<file path="src/rtl/core/tpsd_pkg.sv">
// tpsd_pkg: types and constants for the TCP payload signature detector.
// No dependencies; the top level, parser and checker use it by scoped names.

package tpsd_pkg;

  // Default sizes handed to the top-level parameters
  localparam int MAX_FRAME_BYTES_DEF = 65536;
  localparam int HEAD_BYTES_DEF      = 8;
  localparam int HEAD_BITS           = 64;

  // Header field positions and sizes in bytes (TCP_OFFSET_POS counts from the TCP header)
  localparam int ETHERTYPE_HI_POS = 12;
  localparam int ETHERTYPE_LO_POS = 13;
  localparam int ETH_HDR_BYTES    = 14;
  localparam int IP_VER_IHL_POS   = 14;
  localparam int IP_PROTO_POS     = 23;
  localparam int SRC_ADDR_POS     = 26;
  localparam int DST_ADDR_POS     = 30;
  localparam int ADDR_BYTES       = 4;
  localparam int TCP_PORT_BYTES   = 4;
  localparam int TCP_OFFSET_POS   = 12;

  // Header values
  localparam logic [15:0] ETHERTYPE_IPV4 = 16'h0800;
  localparam logic [3:0]  IPV4_VERSION   = 4'd4;
  localparam logic [7:0]  PROTO_TCP      = 8'd6;
  localparam logic [5:0]  MIN_HDR_BYTES  = 6'd20;

  // Payload signatures
  localparam logic [7:0]  SIG_ABRIDGED     = 8'hEF;
  localparam logic [31:0] SIG_INTERMEDIATE = 32'hEEEEEEEE;
  localparam logic [31:0] SIG_PADDED       = 32'hDDDDDDDD;
  localparam logic [3:0]  SIG_WORD_BYTES   = 4'd4;

  typedef enum logic [1:0] {
    KIND_NONE         = 2'd0,
    KIND_ABRIDGED     = 2'd1,
    KIND_INTERMEDIATE = 2'd2,
    KIND_PADDED       = 2'd3
  } sig_kind_t;

  // Verdict of the frame in progress, as seen after the current byte
  typedef struct packed {
    sig_kind_t              kind;
    logic [31:0]            src_addr;
    logic [31:0]            dst_addr;
    logic [15:0]            sport;
    logic [15:0]            dport;
    logic [HEAD_BITS-1:0]   head;
    logic [3:0]             head_count;
  } frame_verdict_t;

endpackage

</file>
<file path="src/rtl/core/tpsd_in_if.sv">
// tpsd_in_if: byte channel into the detector (valid/ready handshake).
// Depends on nothing.

interface tpsd_in_if;
  logic       valid;
  logic       ready;
  logic [7:0] data_byte;
  logic       frame_last;

  modport source (output valid, output data_byte, output frame_last, input ready);
  modport sink (input valid, input data_byte, input frame_last, output ready);
endinterface

</file>
<file path="src/rtl/core/tpsd_out_if.sv">
// tpsd_out_if: verdict channel out of the detector (valid/ready handshake).
// Depends on nothing.

interface tpsd_out_if;
  logic        valid;
  logic        ready;
  logic        detected;
  logic [1:0]  signature_kind;
  logic [31:0] source_address;
  logic [31:0] destination_address;
  logic [15:0] source_port;
  logic [15:0] destination_port;
  logic [63:0] payload_head;
  logic [3:0]  head_count;
  logic [31:0] frames_seen;
  logic [31:0] frames_detected;

  modport source (
    output valid, output detected, output signature_kind, output source_address,
    output destination_address, output source_port, output destination_port,
    output payload_head, output head_count, output frames_seen, output frames_detected,
    input ready
  );
  modport sink (
    input valid, input detected, input signature_kind, input source_address,
    input destination_address, input source_port, input destination_port,
    input payload_head, input head_count, input frames_seen, input frames_detected,
    output ready
  );
endinterface

</file>
<file path="src/rtl/core/tcp_payload_signature_detector.sv">
// Top level of the TCP payload signature detector: input register, parser,
// saturating frame counters and the verdict output register.
// A verdict enters the output register when its last byte leaves the input register.
// Throughput: 1 byte per cycle; input stalls only when a last byte meets an
// untaken verdict in the output register.
// Reset (rst, synchronous): clears frame state, counters and both valids.

module tcp_payload_signature_detector #(
  parameter int MAX_FRAME_BYTES = tpsd_pkg::MAX_FRAME_BYTES_DEF,
  parameter int HEAD_BYTES      = tpsd_pkg::HEAD_BYTES_DEF
) (
  input logic        clk,
  input logic        rst,
  tpsd_in_if.sink    octets,
  tpsd_out_if.source verdicts
);

  // Input register
  logic       in_valid;
  logic [7:0] in_byte;
  logic       in_last;
  logic       step;

  // Counters
  logic [31:0] total_frames, total_frames_next;
  logic [31:0] matched_frames, matched_frames_next;

  tpsd_pkg::frame_verdict_t verdict;
  logic hit;

  // A registered byte moves on unless it ends a frame while a verdict waits
  assign step         = in_valid && (!in_last || !verdicts.valid || verdicts.ready);
  assign octets.ready = !in_valid || step;

  always_ff @(posedge clk) begin
    if (rst) begin
      in_valid <= 1'b0;
    end else if (octets.ready) begin
      in_valid <= octets.valid;
    end
  end

  always_ff @(posedge clk) begin
    if (octets.valid && octets.ready) begin
      in_byte <= octets.data_byte;
      in_last <= octets.frame_last;
    end
  end

  tpsd_parser #(
    .MAX_FRAME_BYTES (MAX_FRAME_BYTES),
    .HEAD_BYTES      (HEAD_BYTES)
  ) u_parser (
    .clk        (clk),
    .rst        (rst),
    .step       (step),
    .data_byte  (in_byte),
    .frame_last (in_last),
    .verdict    (verdict)
  );

  // Saturating counters
  always_comb begin
    hit                 = (verdict.kind != tpsd_pkg::KIND_NONE);
    total_frames_next   = (total_frames == '1) ? total_frames : 32'(total_frames + 1'b1);
    matched_frames_next = (hit && (matched_frames != '1)) ?
                          32'(matched_frames + 1'b1) : matched_frames;
  end

  always_ff @(posedge clk) begin
    if (rst) begin
      total_frames   <= '0;
      matched_frames <= '0;
    end else if (step && in_last) begin
      total_frames   <= total_frames_next;
      matched_frames <= matched_frames_next;
    end
  end

  // Verdict output register
  always_ff @(posedge clk) begin
    if (rst) begin
      verdicts.valid <= 1'b0;
    end else if (step && in_last) begin
      verdicts.valid <= 1'b1;
    end else if (verdicts.ready) begin
      verdicts.valid <= 1'b0;
    end
  end

  always_ff @(posedge clk) begin
    if (step && in_last) begin
      verdicts.detected            <= hit;
      verdicts.signature_kind      <= verdict.kind;
      verdicts.source_address      <= verdict.src_addr;
      verdicts.destination_address <= verdict.dst_addr;
      verdicts.source_port         <= verdict.sport;
      verdicts.destination_port    <= verdict.dport;
      verdicts.payload_head        <= verdict.head;
      verdicts.head_count          <= verdict.head_count;
      verdicts.frames_seen         <= total_frames_next;
      verdicts.frames_detected     <= matched_frames_next;
    end
  end

endmodule

</file>
<file path="src/rtl/core/tpsd_parser.sv">
// tpsd_parser: per-frame header parse state and payload capture.
// Depends on tpsd_pkg. Gives the verdict as it stands after the stepped byte.

module tpsd_parser #(
  parameter int MAX_FRAME_BYTES = tpsd_pkg::MAX_FRAME_BYTES_DEF,
  parameter int HEAD_BYTES      = tpsd_pkg::HEAD_BYTES_DEF
) (
  input  logic                     clk,
  input  logic                     rst,
  input  logic                     step,
  input  logic [7:0]               data_byte,
  input  logic                     frame_last,
  output tpsd_pkg::frame_verdict_t verdict
);

  localparam int PW = $clog2(MAX_FRAME_BYTES + 1);
  localparam int CW = (PW > 8) ? PW : 8;
  localparam int IW = (HEAD_BYTES > 1) ? $clog2(HEAD_BYTES) : 1;

  // Frame state
  logic [PW-1:0] pos, pos_next;
  logic [15:0]   eth_word, eth_word_next;
  logic [5:0]    ip_hdr, ip_hdr_next;
  logic [5:0]    tcp_hdr, tcp_hdr_next;
  logic          rejected, rejected_next;
  logic [31:0]   src_addr, src_addr_next;
  logic [31:0]   dst_addr, dst_addr_next;
  logic [31:0]   ports, ports_next;
  logic [7:0]    head [HEAD_BYTES];
  logic [7:0]    head_next [HEAD_BYTES];
  logic [3:0]    head_count, head_count_next;

  logic [CW-1:0] p;
  logic [CW-1:0] tcp_start;
  logic [15:0]   eth_shift;
  logic [tpsd_pkg::HEAD_BITS-1:0] head_word;
  logic          frame_ok;
  tpsd_pkg::sig_kind_t kind;

  // Next-state parse of one byte
  always_comb begin
    pos_next        = pos;
    eth_word_next   = eth_word;
    ip_hdr_next     = ip_hdr;
    tcp_hdr_next    = tcp_hdr;
    rejected_next   = rejected;
    src_addr_next   = src_addr;
    dst_addr_next   = dst_addr;
    ports_next      = ports;
    head_next       = head;
    head_count_next = head_count;
    p               = CW'(pos);
    tcp_start       = CW'(tpsd_pkg::ETH_HDR_BYTES) + CW'(ip_hdr);
    eth_shift       = {eth_word[7:0], data_byte};

    // bytes past the size limit are not parsed
    if (step && (pos < PW'(MAX_FRAME_BYTES))) begin
      pos_next = PW'(pos + 1'b1);
      if (!rejected) begin
        if ((p == CW'(tpsd_pkg::ETHERTYPE_HI_POS)) || (p == CW'(tpsd_pkg::ETHERTYPE_LO_POS))) begin
          eth_word_next = eth_shift;
          if ((p == CW'(tpsd_pkg::ETHERTYPE_LO_POS)) && (eth_shift != tpsd_pkg::ETHERTYPE_IPV4)) begin
            rejected_next = 1'b1;
          end
        end else if (p < CW'(tpsd_pkg::ETH_HDR_BYTES)) begin
          // MAC addresses: nothing kept
        end else if (p == CW'(tpsd_pkg::IP_VER_IHL_POS)) begin
          ip_hdr_next = {data_byte[3:0], 2'b00};
          if ((data_byte[7:4] != tpsd_pkg::IPV4_VERSION) ||
              ({data_byte[3:0], 2'b00} < tpsd_pkg::MIN_HDR_BYTES)) begin
            rejected_next = 1'b1;
          end
        end else if (p == CW'(tpsd_pkg::IP_PROTO_POS)) begin
          if (data_byte != tpsd_pkg::PROTO_TCP) begin
            rejected_next = 1'b1;
          end
        end else begin
          // IP addresses
          if ((p >= CW'(tpsd_pkg::SRC_ADDR_POS)) &&
              (p < CW'(tpsd_pkg::SRC_ADDR_POS + tpsd_pkg::ADDR_BYTES))) begin
            src_addr_next = {src_addr[23:0], data_byte};
          end else if ((p >= CW'(tpsd_pkg::DST_ADDR_POS)) &&
                       (p < CW'(tpsd_pkg::DST_ADDR_POS + tpsd_pkg::ADDR_BYTES))) begin
            dst_addr_next = {dst_addr[23:0], data_byte};
          end
          // TCP header and payload
          if (p >= tcp_start) begin
            if (p < CW'(tcp_start + CW'(tpsd_pkg::TCP_PORT_BYTES))) begin
              ports_next = {ports[23:0], data_byte};
            end else if (p == CW'(tcp_start + CW'(tpsd_pkg::TCP_OFFSET_POS))) begin
              tcp_hdr_next = {data_byte[7:4], 2'b00};
              if ({data_byte[7:4], 2'b00} < tpsd_pkg::MIN_HDR_BYTES) begin
                rejected_next = 1'b1;
              end
            end else if ((tcp_hdr != 6'd0) && (p >= CW'(tcp_start + CW'(tcp_hdr))) &&
                         (head_count < 4'(HEAD_BYTES))) begin
              head_next[head_count[IW-1:0]] = data_byte;
              head_count_next = 4'(head_count + 1'b1);
            end
          end
        end
      end
    end
  end

  // Payload head packed first byte on top, zero filled
  always_comb begin
    head_word = '0;
    for (int i = 0; i < HEAD_BYTES; i++) begin
      head_word[tpsd_pkg::HEAD_BITS-1-8*i -: 8] = head_next[i];
    end
  end

  // Signature match on the updated state
  always_comb begin
    frame_ok = !rejected_next && (tcp_hdr_next != 6'd0) && (head_count_next != 4'd0);
    kind     = tpsd_pkg::KIND_NONE;
    if (frame_ok) begin
      if (head_word[63:56] == tpsd_pkg::SIG_ABRIDGED) begin
        kind = tpsd_pkg::KIND_ABRIDGED;
      end else if ((head_count_next >= tpsd_pkg::SIG_WORD_BYTES) &&
                   (head_word[63:32] == tpsd_pkg::SIG_INTERMEDIATE)) begin
        kind = tpsd_pkg::KIND_INTERMEDIATE;
      end else if ((head_count_next >= tpsd_pkg::SIG_WORD_BYTES) &&
                   (head_word[63:32] == tpsd_pkg::SIG_PADDED)) begin
        kind = tpsd_pkg::KIND_PADDED;
      end
    end

    verdict = '0;
    verdict.kind = kind;
    if (kind != tpsd_pkg::KIND_NONE) begin
      verdict.src_addr   = src_addr_next;
      verdict.dst_addr   = dst_addr_next;
      verdict.sport      = ports_next[31:16];
      verdict.dport      = ports_next[15:0];
      verdict.head       = head_word;
      verdict.head_count = head_count_next;
    end
  end

  // State registers: cleared on reset and after each last byte
  always_ff @(posedge clk) begin
    if (rst || (step && frame_last)) begin
      pos        <= '0;
      eth_word   <= '0;
      ip_hdr     <= '0;
      tcp_hdr    <= '0;
      rejected   <= 1'b0;
      src_addr   <= '0;
      dst_addr   <= '0;
      ports      <= '0;
      head_count <= '0;
      for (int i = 0; i < HEAD_BYTES; i++) begin
        head[i] <= '0;
      end
    end else if (step) begin
      pos        <= pos_next;
      eth_word   <= eth_word_next;
      ip_hdr     <= ip_hdr_next;
      tcp_hdr    <= tcp_hdr_next;
      rejected   <= rejected_next;
      src_addr   <= src_addr_next;
      dst_addr   <= dst_addr_next;
      ports      <= ports_next;
      head_count <= head_count_next;
      head       <= head_next;
    end
  end

endmodule

</file>
<file path="src/flat_wrapper.sv">
// flat-port wrapper written by rule: the top's interface ports become plain ports
module tcp_payload_signature_detector_flat 
#(
  parameter int MAX_FRAME_BYTES = tpsd_pkg::MAX_FRAME_BYTES_DEF,
  parameter int HEAD_BYTES      = tpsd_pkg::HEAD_BYTES_DEF
)
  (clk, rst, octets_valid, octets_data_byte, octets_frame_last, octets_ready, verdicts_valid, verdicts_detected, verdicts_signature_kind, verdicts_source_address, verdicts_destination_address, verdicts_source_port, verdicts_destination_port, verdicts_payload_head, verdicts_head_count, verdicts_frames_seen, verdicts_frames_detected, verdicts_ready);
  tpsd_in_if octets_i ();
  tpsd_out_if verdicts_i ();
  input logic clk;
  input logic rst;
  input wire logic [$bits(octets_i.valid)-1:0] octets_valid;
  input wire logic [$bits(octets_i.data_byte)-1:0] octets_data_byte;
  input wire logic [$bits(octets_i.frame_last)-1:0] octets_frame_last;
  output wire logic [$bits(octets_i.ready)-1:0] octets_ready;
  output wire logic [$bits(verdicts_i.valid)-1:0] verdicts_valid;
  output wire logic [$bits(verdicts_i.detected)-1:0] verdicts_detected;
  output wire logic [$bits(verdicts_i.signature_kind)-1:0] verdicts_signature_kind;
  output wire logic [$bits(verdicts_i.source_address)-1:0] verdicts_source_address;
  output wire logic [$bits(verdicts_i.destination_address)-1:0] verdicts_destination_address;
  output wire logic [$bits(verdicts_i.source_port)-1:0] verdicts_source_port;
  output wire logic [$bits(verdicts_i.destination_port)-1:0] verdicts_destination_port;
  output wire logic [$bits(verdicts_i.payload_head)-1:0] verdicts_payload_head;
  output wire logic [$bits(verdicts_i.head_count)-1:0] verdicts_head_count;
  output wire logic [$bits(verdicts_i.frames_seen)-1:0] verdicts_frames_seen;
  output wire logic [$bits(verdicts_i.frames_detected)-1:0] verdicts_frames_detected;
  input wire logic [$bits(verdicts_i.ready)-1:0] verdicts_ready;
  assign octets_i.valid = octets_valid;
  assign octets_i.data_byte = octets_data_byte;
  assign octets_i.frame_last = octets_frame_last;
  assign octets_ready = octets_i.ready;
  assign verdicts_valid = verdicts_i.valid;
  assign verdicts_detected = verdicts_i.detected;
  assign verdicts_signature_kind = verdicts_i.signature_kind;
  assign verdicts_source_address = verdicts_i.source_address;
  assign verdicts_destination_address = verdicts_i.destination_address;
  assign verdicts_source_port = verdicts_i.source_port;
  assign verdicts_destination_port = verdicts_i.destination_port;
  assign verdicts_payload_head = verdicts_i.payload_head;
  assign verdicts_head_count = verdicts_i.head_count;
  assign verdicts_frames_seen = verdicts_i.frames_seen;
  assign verdicts_frames_detected = verdicts_i.frames_detected;
  assign verdicts_i.ready = verdicts_ready;
  tcp_payload_signature_detector #(.MAX_FRAME_BYTES(MAX_FRAME_BYTES), .HEAD_BYTES(HEAD_BYTES)) u_core (.clk(clk), .rst(rst), .octets(octets_i), .verdicts(verdicts_i));
endmodule
</file>
<file path="config.mk">
export PLATFORM = sky130hd
export DESIGN_NAME = tcp_payload_signature_detector_flat
export DESIGN_NICKNAME = d
export VERILOG_FILES = /design/src/rtl/core/tpsd_pkg.sv /design/src/rtl/core/tpsd_in_if.sv /design/src/rtl/core/tpsd_out_if.sv /design/src/rtl/core/tcp_payload_signature_detector.sv /design/src/rtl/core/tpsd_parser.sv /design/src/flat_wrapper.sv
export SDC_FILE = /design/constraint.sdc
export NUM_CORES = 1
export LEC_CHECK = 0
export ABC_AREA = 1
export BUFFER_PORTS_ARGS = -buffer_cell sky130_fd_sc_hd__buf_2
export CELL_PAD_IN_SITES_DETAIL_PLACEMENT = 0
export CELL_PAD_IN_SITES_GLOBAL_PLACEMENT = 1
export CORE_MARGIN = 5
export CORE_UTILIZATION = 40
export CTS_CLUSTER_DIAMETER = 150
export DETAILED_ROUTE_END_ITERATION = 10
export PLACE_DENSITY_LB_ADDON = 0.15
export SYNTH_ARGS = -nofsm -noshare
export SYNTH_HDL_FRONTEND = slang
export SYNTH_SLANG_ARGS = --single-unit
</file>
<file path="constraint.sdc">
create_clock -name clk -period 5.8 [get_ports clk]
set_clock_uncertainty 0.1 [all_clocks]
set_input_delay 0.87 -clock clk [delete_from_list [all_inputs] [get_ports clk]]
set_output_delay 0.87 -clock clk [all_outputs]
set_load 0.01 [all_outputs]
</file>
# --- Word-level counts from Yosys, hierarchy flattened ---
# Index checks and enable logic that the tools add are counted.
op_classes:
  add_sub_neg: 8
  order_cmp: 15
  eq_ne: 13
  muxes: 76
  bitwise_logic: 4
  n_reduce_logical: 33
op_table:
  columns: ["cell", "count"]
  rows:
  - ["2-to-1 mux 32 bit", 25]
  - ["2-to-1 mux 64 bit", 10]
  - ["== test 32 bit, second input constant", 3]
  - ["adder 32 x 1 -> 32 bit, second input constant", 2]
  - ["bitwise mux 64 bit", 1]
  - ["2-to-1 mux 6 bit", 9]
  - ["== test 17 x 4 -> 1 bit, second input constant", 3]
  - ["2-to-1 mux 4 bit", 10]
  - ["greater-or-equal comparator 17 bit", 2]
  - ["greater-or-equal comparator 17 x 5 -> 1 bit, second input constant", 2]
  - ["inequality test 32 bit, second input constant", 1]
  - ["demux 8 bit (select 3 bit)", 1]
  - ["adder 17 x 1 -> 17 bit, second input constant", 1]
  - ["adder 17 x 3 -> 17 bit, second input constant", 1]
  - ["adder 17 x 4 -> 17 bit, second input constant", 1]
  - ["adder 17 x 6 -> 17 bit", 1]
  - ["== test 17 bit", 1]
  - ["== test 17 x 5 -> 1 bit, second input constant", 1]
  - ["< comparator 17 bit", 1]
  - ["< comparator 17 bit, second input constant", 1]
  - ["< comparator 17 x 4 -> 1 bit, second input constant", 1]
  - ["< comparator 17 x 5 -> 1 bit, second input constant", 1]
  - ["< comparator 17 x 6 -> 1 bit, second input constant", 1]
  - ["inequality test 16 x 12 -> 1 bit, second input constant", 1]
  - ["other kinds (24)", 68]
totals:
  register_bits: 506
  in_bits: 13
  out_inout_bits: 233
  wordCells: 182

# --- Depth between registers and ports, before layout ---
logic_depth:
  word_depth: 25
  ltp_mapped: 39
  ltp_nobuf: 37

# --- Hierarchy ---
# A second synthesis with hierarchy kept.
hier_totals:
  hier_cells: 2566
  hier_area_um2: 23281.1
by_module_without_submodules:
  columns: ["mod", "n_inst", "cells_each", "area_per_inst_um2", "seq_area_each_um2"]
  rows:
  - ["tcp_payload_signature_detector", 1, 1132, 12225.5, 8528.2]
  - ["tpsd_parser", 1, 1434, 11055.6, 4003.8]

# --- Worst setup path before layout ---
# OpenSTA, ideal clock, no wires.
synth_timing:
  path_kind: "input port to flip-flop"
  startpoint: "input verdicts_ready"
  endpoint: "register u_core.verdicts.destination_address[0], enable pin"
  setup_ns: 0.583
  arrival_time_ns: 5.637
  slack_ns: -0.521
  cell_stages: 6
  path_buffers: 0
  cell_sequence: "nor2_1 -> nand2_1 -> nand2_1 -> inv_1 -> nand2_1 -> inv_1"
synth_between:
  elab_chain_cells: 3
synth_lines:
  columns: ["element", "line_no", "source"]
  rows:
  - ["from (decl)", "flat_wrapper.sv:27", "input wire logic [$bits(verdicts_i.ready)-1:0] verdicts_ready;"]
  - ["logical OR 1 bit", "tcp_payload_signature_detector.sv:32", "assign step = in_valid && (!in_last || !verdicts.valid || verdicts.ready);"]
  - ["logical AND 1 bit", "tcp_payload_signature_detector.sv:32", null]
  - ["logical AND 1 bit", "tcp_payload_signature_detector.sv:92", "if (step && in_last) begin"]
  - ["to (signal assigned)", "tcp_payload_signature_detector.sv:96", "verdicts.destination_address <= verdict.dst_addr;"]
  - ["to (decl)", "tpsd_out_if.sv:20", "output destination_address, output source_port, output destination_port,"]
# Every way passes these cells.
# A chain may end at the register's enable or synchronous reset.

# --- Final worst setup path ---
layout_timing:
  startpoint: "register u_core.u_parser.ip_hdr[2]"
  endpoint: "register u_core.verdicts.source_address[26], data pin"
layout_between:
  elab_chain_cells: 22
layout_lines:
  columns: ["element", "line_no", "source"]
  rows:
  - ["from (decl)", "tpsd_parser.sv:23", "logic [5:0] ip_hdr, ip_hdr_next;"]
  - ["from (signal assigned)", "tpsd_parser.sv:160", "ip_hdr <= ip_hdr_next;"]
  - ["adder 4 x 6 -> 7 bit *", "tpsd_parser.sv:53", "tcp_start = CW'(tpsd_pkg::ETH_HDR_BYTES) + CW'(ip_hdr);"]
  - ["adder 17 x 6 -> 17 bit", "tpsd_parser.sv:95", "end else if ((tcp_hdr != 6'd0) && (p >= CW'(tcp_start + CW'(tcp_hdr))) &&"]
  - ["greater-or-equal comparator 17 bit", "tpsd_parser.sv:95", null]
  - ["logical AND 1 bit (2 in a row)", "tpsd_parser.sv:95", null]
  - ["2-to-1 mux 4 bit / 2-to-1 mux 64 bit (equally long branches)", "tpsd_parser.sv:95", null]
  - ["2-to-1 mux 4 bit / 2-to-1 mux 64 bit (equally long branches)", "tpsd_parser.sv:90", "end else if (p == CW'(tcp_start + CW'(tpsd_pkg::TCP_OFFSET_POS))) begin"]
  - ["2-to-1 mux 4 bit / 2-to-1 mux 64 bit (equally long branches)", "tpsd_parser.sv:88", "if (p < CW'(tcp_start + CW'(tpsd_pkg::TCP_PORT_BYTES))) begin"]
  - ["2-to-1 mux 4 bit / 2-to-1 mux 64 bit (equally long branches)", "tpsd_parser.sv:87", "if (p >= tcp_start) begin"]
  - ["(+5 left out)", null, null]
  - ["2-to-1 mux 4 bit / 2-to-1 mux 64 bit (equally long branches)", "tpsd_parser.sv:57", "if (step && (pos < PW'(MAX_FRAME_BYTES))) begin"]
  - ["greater-or-equal comparator 4 x 3 -> 1 bit / == test 32 bit (equally long branches)", "tpsd_parser.sv:121, tpsd_parser.sv:124, tpsd_parser.sv:125", null]
  - ["logical AND 1 bit", "tpsd_parser.sv:124", "end else if ((head_count_next >= tpsd_pkg::SIG_WORD_BYTES) &&"]
  - ["2-to-1 mux 2 bit", "tpsd_parser.sv:124", null]
  - ["2-to-1 mux 2 bit", "tpsd_parser.sv:121", "end else if ((head_count_next >= tpsd_pkg::SIG_WORD_BYTES) &&"]
  - ["2-to-1 mux 2 bit", "tpsd_parser.sv:119", "if (head_word[63:56] == tpsd_pkg::SIG_ABRIDGED) begin"]
  - ["2-to-1 mux 2 bit *", "tpsd_parser.sv:118", "if (frame_ok) begin"]
  - ["nonzero test 2 bit *", "tpsd_parser.sv:132", "if (kind != tpsd_pkg::KIND_NONE) begin"]
  - ["to (signal assigned)", "tcp_payload_signature_detector.sv:95", "verdicts.source_address <= verdict.src_addr;"]
  - ["to (decl)", "tpsd_out_if.sv:19", "output valid, output detected, output signature_kind, output source_address,"]
# Every way passes the cells marked *; elsewhere a longest branch is shown, timed or not.

==> flow_metrics.tcl <==
set metrics [dict create \
    vias 16400 \
    clock_sinks 506 \
    wirelength_um 57100 \
    numCtsBuffers 53 \
    largest_registers "u_core.u_parser.head x64, u_core.verdicts.payload_head x64" \
    dieArea_mm2 0.0584 \
    synth-simple-area-share_pct 23.7 \
    cap_violations 0 \
    cp.arrival_ns 5.55 \
    slew_violations 0 \
    cp_max_fo 39 \
    synth.avg_cell_area_um2 9.00 \
    setup_viol 0 \
    drc 0 \
    cts_root_buf "clkbuf_16" \
    synth-adder-area-share_pct 1.96 \
    required_ns 6.04 \
    cts_tree "built" \
    tns_ns 0 \
    htreeDepth 2 \
    p_leak_nw 11.1 \
    rows 85 \
    whs_ns 0.350 \
    ys_ff_latch 506 \
    critPathMaxStageDelay_ns 0.41 \
    hpwlAfterDp_um 38800 \
    slew_headroom_pct 31.6 \
    synth_cell_types 50 \
    syn_to_final_growth_pct 16.9 \
    crit_path_frequent_cell "nand2_1" \
    syn_area_mm2 0.0215 \
    path_class "register to register" \
    core_mm2 0.0535 \
    die_w_um 242 \
    io_pins 246 \
    ys_seq_area_share_pct 58.4 \
    drt_iter0_drc 1072 \
    antenna_cells 0 \
    startpoint_type "register" \
    grt_overflow_total 0 \
    vias_per_cell 4.89 \
    regArea_mm2 0.0125 \
    min_period_ns 5.32 \
    synth_edf_count 240 \
    synthXorXnorAreaFrac_pct 2.53 \
    place_area_mm2 0.0233 \
    powerDensity_mw_per_mm2 286 \
    hold_path_class "input pin to register" \
    hold_violations 0 \
    wire_per_inst_um 17.0 \
    grt_usage_pct 19.0 \
    clockBufferDepth 3 \
    grt_max_degree 102 \
    syn_inst 2385 \
    synth_top_family_by_area "simple AND/OR/NAND/NOR gates" \
    endpoint_kind "register" \
    layout.nets 2664 \
    multiInputGateArea_mm2 0.00763 \
    grt_pass1_wl_um 90200 \
    grt_pass1_vias 16000 \
    max_freq_mhz 188 \
    antenna_found_initial 0 \
    tightest_slew_ns 1.02 \
    whs_path_depth 1 \
    synth_compound_area_share_pct 5.46 \
    slowest_stage "dfxtp_1" \
    holdBufCountCts 0 \
    cts.clk_slew.worst_paths_ns 0.06 \
    syn_nets 2431 \
    synthArstFlopShare_pct 0 \
    final_core_util_pct 46.9 \
    antenna_left 0 \
    min_period_over_period_pct 91.7 \
    fill_cells 5260 \
    reg2regPathDepth 35 \
    status "finished clean" \
    synth_flop_cell "dfxtp_1" \
    layout-drive-gt1-share_pct 15.8 \
    yosysWarnings 0 \
    initial_core_util_pct 40.1 \
    place_congestion 0.874 \
    final_cell_area_mm2 0.0251 \
    clk_latency_ns 0.60 \
    die_y_um 242 \
    vdd_ir_drop_max_v 0.000196 \
    synthMuxAreaShare_pct 1.59 \
    first_pass_iters 5 \
    io_buffers 245 \
    rsz0062_at_grt "no" \
]
per-layer routing:
metal	track usage, %	wire, µm
met5	0	0
met3	3.25	2780
met1	26.6	27000
met2	31.2	26300
met4	4.55	952
worst max-delay path: cells and delay by family (launching register included):
| kind | cells | cell delay, ns |
|---|---|---|
| flip-flops | 1 | 0.41 |
| buffers and inverters | 7 | 0.87 |
| AO/OA/AOI/OAI | 3 | 0.49 |
| adder cells (fa/ha/maj) | 3 | 0.73 |
| AND/OR/NAND/NOR | 22 | 2.35 |
Yosys cell counts (7+ instances only):
library cell | n | area share (%)
xor2_1 | 53 | 2.2
mux2i_1 | 34 | 1.6
nand3_1 | 112 | 2.6
edfxtp_1 | 240 | 34
buf_2 | 9 | 0.21
xnor2_1 | 9 | 0.37
nand4_1 | 29 | 0.85
nor2_1 | 492 | 8.6
buf_6 | 18 | 0.94
o21ai_0 | 76 | 1.8
a21oi_1 | 104 | 2.4
ha_1 | 32 | 1.9
inv_2 | 9 | 0.16
nor3_1 | 52 | 1.2
dfxtp_1 | 266 | 25
nor2_2 | 7 | 0.20
nand2_2 | 10 | 0.29
o22ai_1 | 11 | 0.32
buf_1 | 7 | 0.12
inv_1 | 209 | 3.7
nand2_1 | 458 | 8.0
clkbuf_1 | 60 | 1.0
o21ai_1 | 11 | 0.26
nor4_1 | 18 | 0.52
nor2_4 | 8 | 0.42
repair_timing:
action	in CTS	in global routing
gates resized for setup	0	14
setup endpoints to repair	0	206
buffers inserted	0	2
power breakdown:
group	switching, W	internal, W	total [W]
sequential	0.0000166	0.00374	0.00376
clock	0.00142	0.00184	0.00326
combinational	0.000126	0.0000265	0.000152
total	0.00156	0.00561	0.00717
logic make-up (layout without fill, tap and decap cells):
logic type	after synthesis	count (layout)
adders and majority gates	33	33
buffers and inverters	322	600
other	1	1
muxes	34	34
DFF	506	506
xor gates and xnor gates	62	62
and+or+nand+nor	1207	1207
AOI/OAI and AO/OA	220	220
per-stage QoR:
| stage | worst slack (ns) | instances | power (W) |
|---|---|---|---|
| 6_report | 0.484 | 3359 | 0.00717 |
| 2_1_floorplan | 0.562 | 2385 | 0.00392 |
| 3_3_place_gp | 0.284 | 3257 | 0.00399 |
| 4_1_cts | 0.168 | 3357 | 0.00727 |
| 3_5_place_dp | 0.209 | 3257 | 0.00399 |
| 5_1_grt | 0.0129 | 3359 | 0.00742 |
path summary, 6_finish.rpt:
path,from,end,slack [ns]
max reg2reg,u_core.u_parser.ip_hdr[2],u_core.verdicts.source_address[26],0.48
min reg2reg,u_core.matched_frames[28],u_core.matched_frames[28],0.37
max,u_core.u_parser.ip_hdr[2],u_core.verdicts.source_address[26],0.48
min,octets_frame_last,u_core.in_last,0.35
layout make-up:
cell class,count,area share (%)
clock buffer,74,5.92
clock inverter,26,0.748
inverter,223,3.40
multi-input combinational,1557,30.4
sequential,506,50.0
tap,696,3.47
timing repair buffer,277,6.07
cells in the final DEF (no fill, tap or decap), drive strengths merged, types with 9 or more instances in the layout:
master,Yosys,layout
clkinv,5,24
nor3,54,54
nor2,507,507
o21ai,92,92
inv,218,219
nand4,29,29
o22ai,11,11
dfxtp,266,266
nand2,473,473
a21oi,104,104
clkbuf,60,74
xor2,53,53
ha,32,32
edfxtp,240,240
mux2i,34,34
xnor2,9,9
nand3,116,116
buf,39,277
nor4,18,18
No activity file was read; power rests on OpenSTA's default activity.
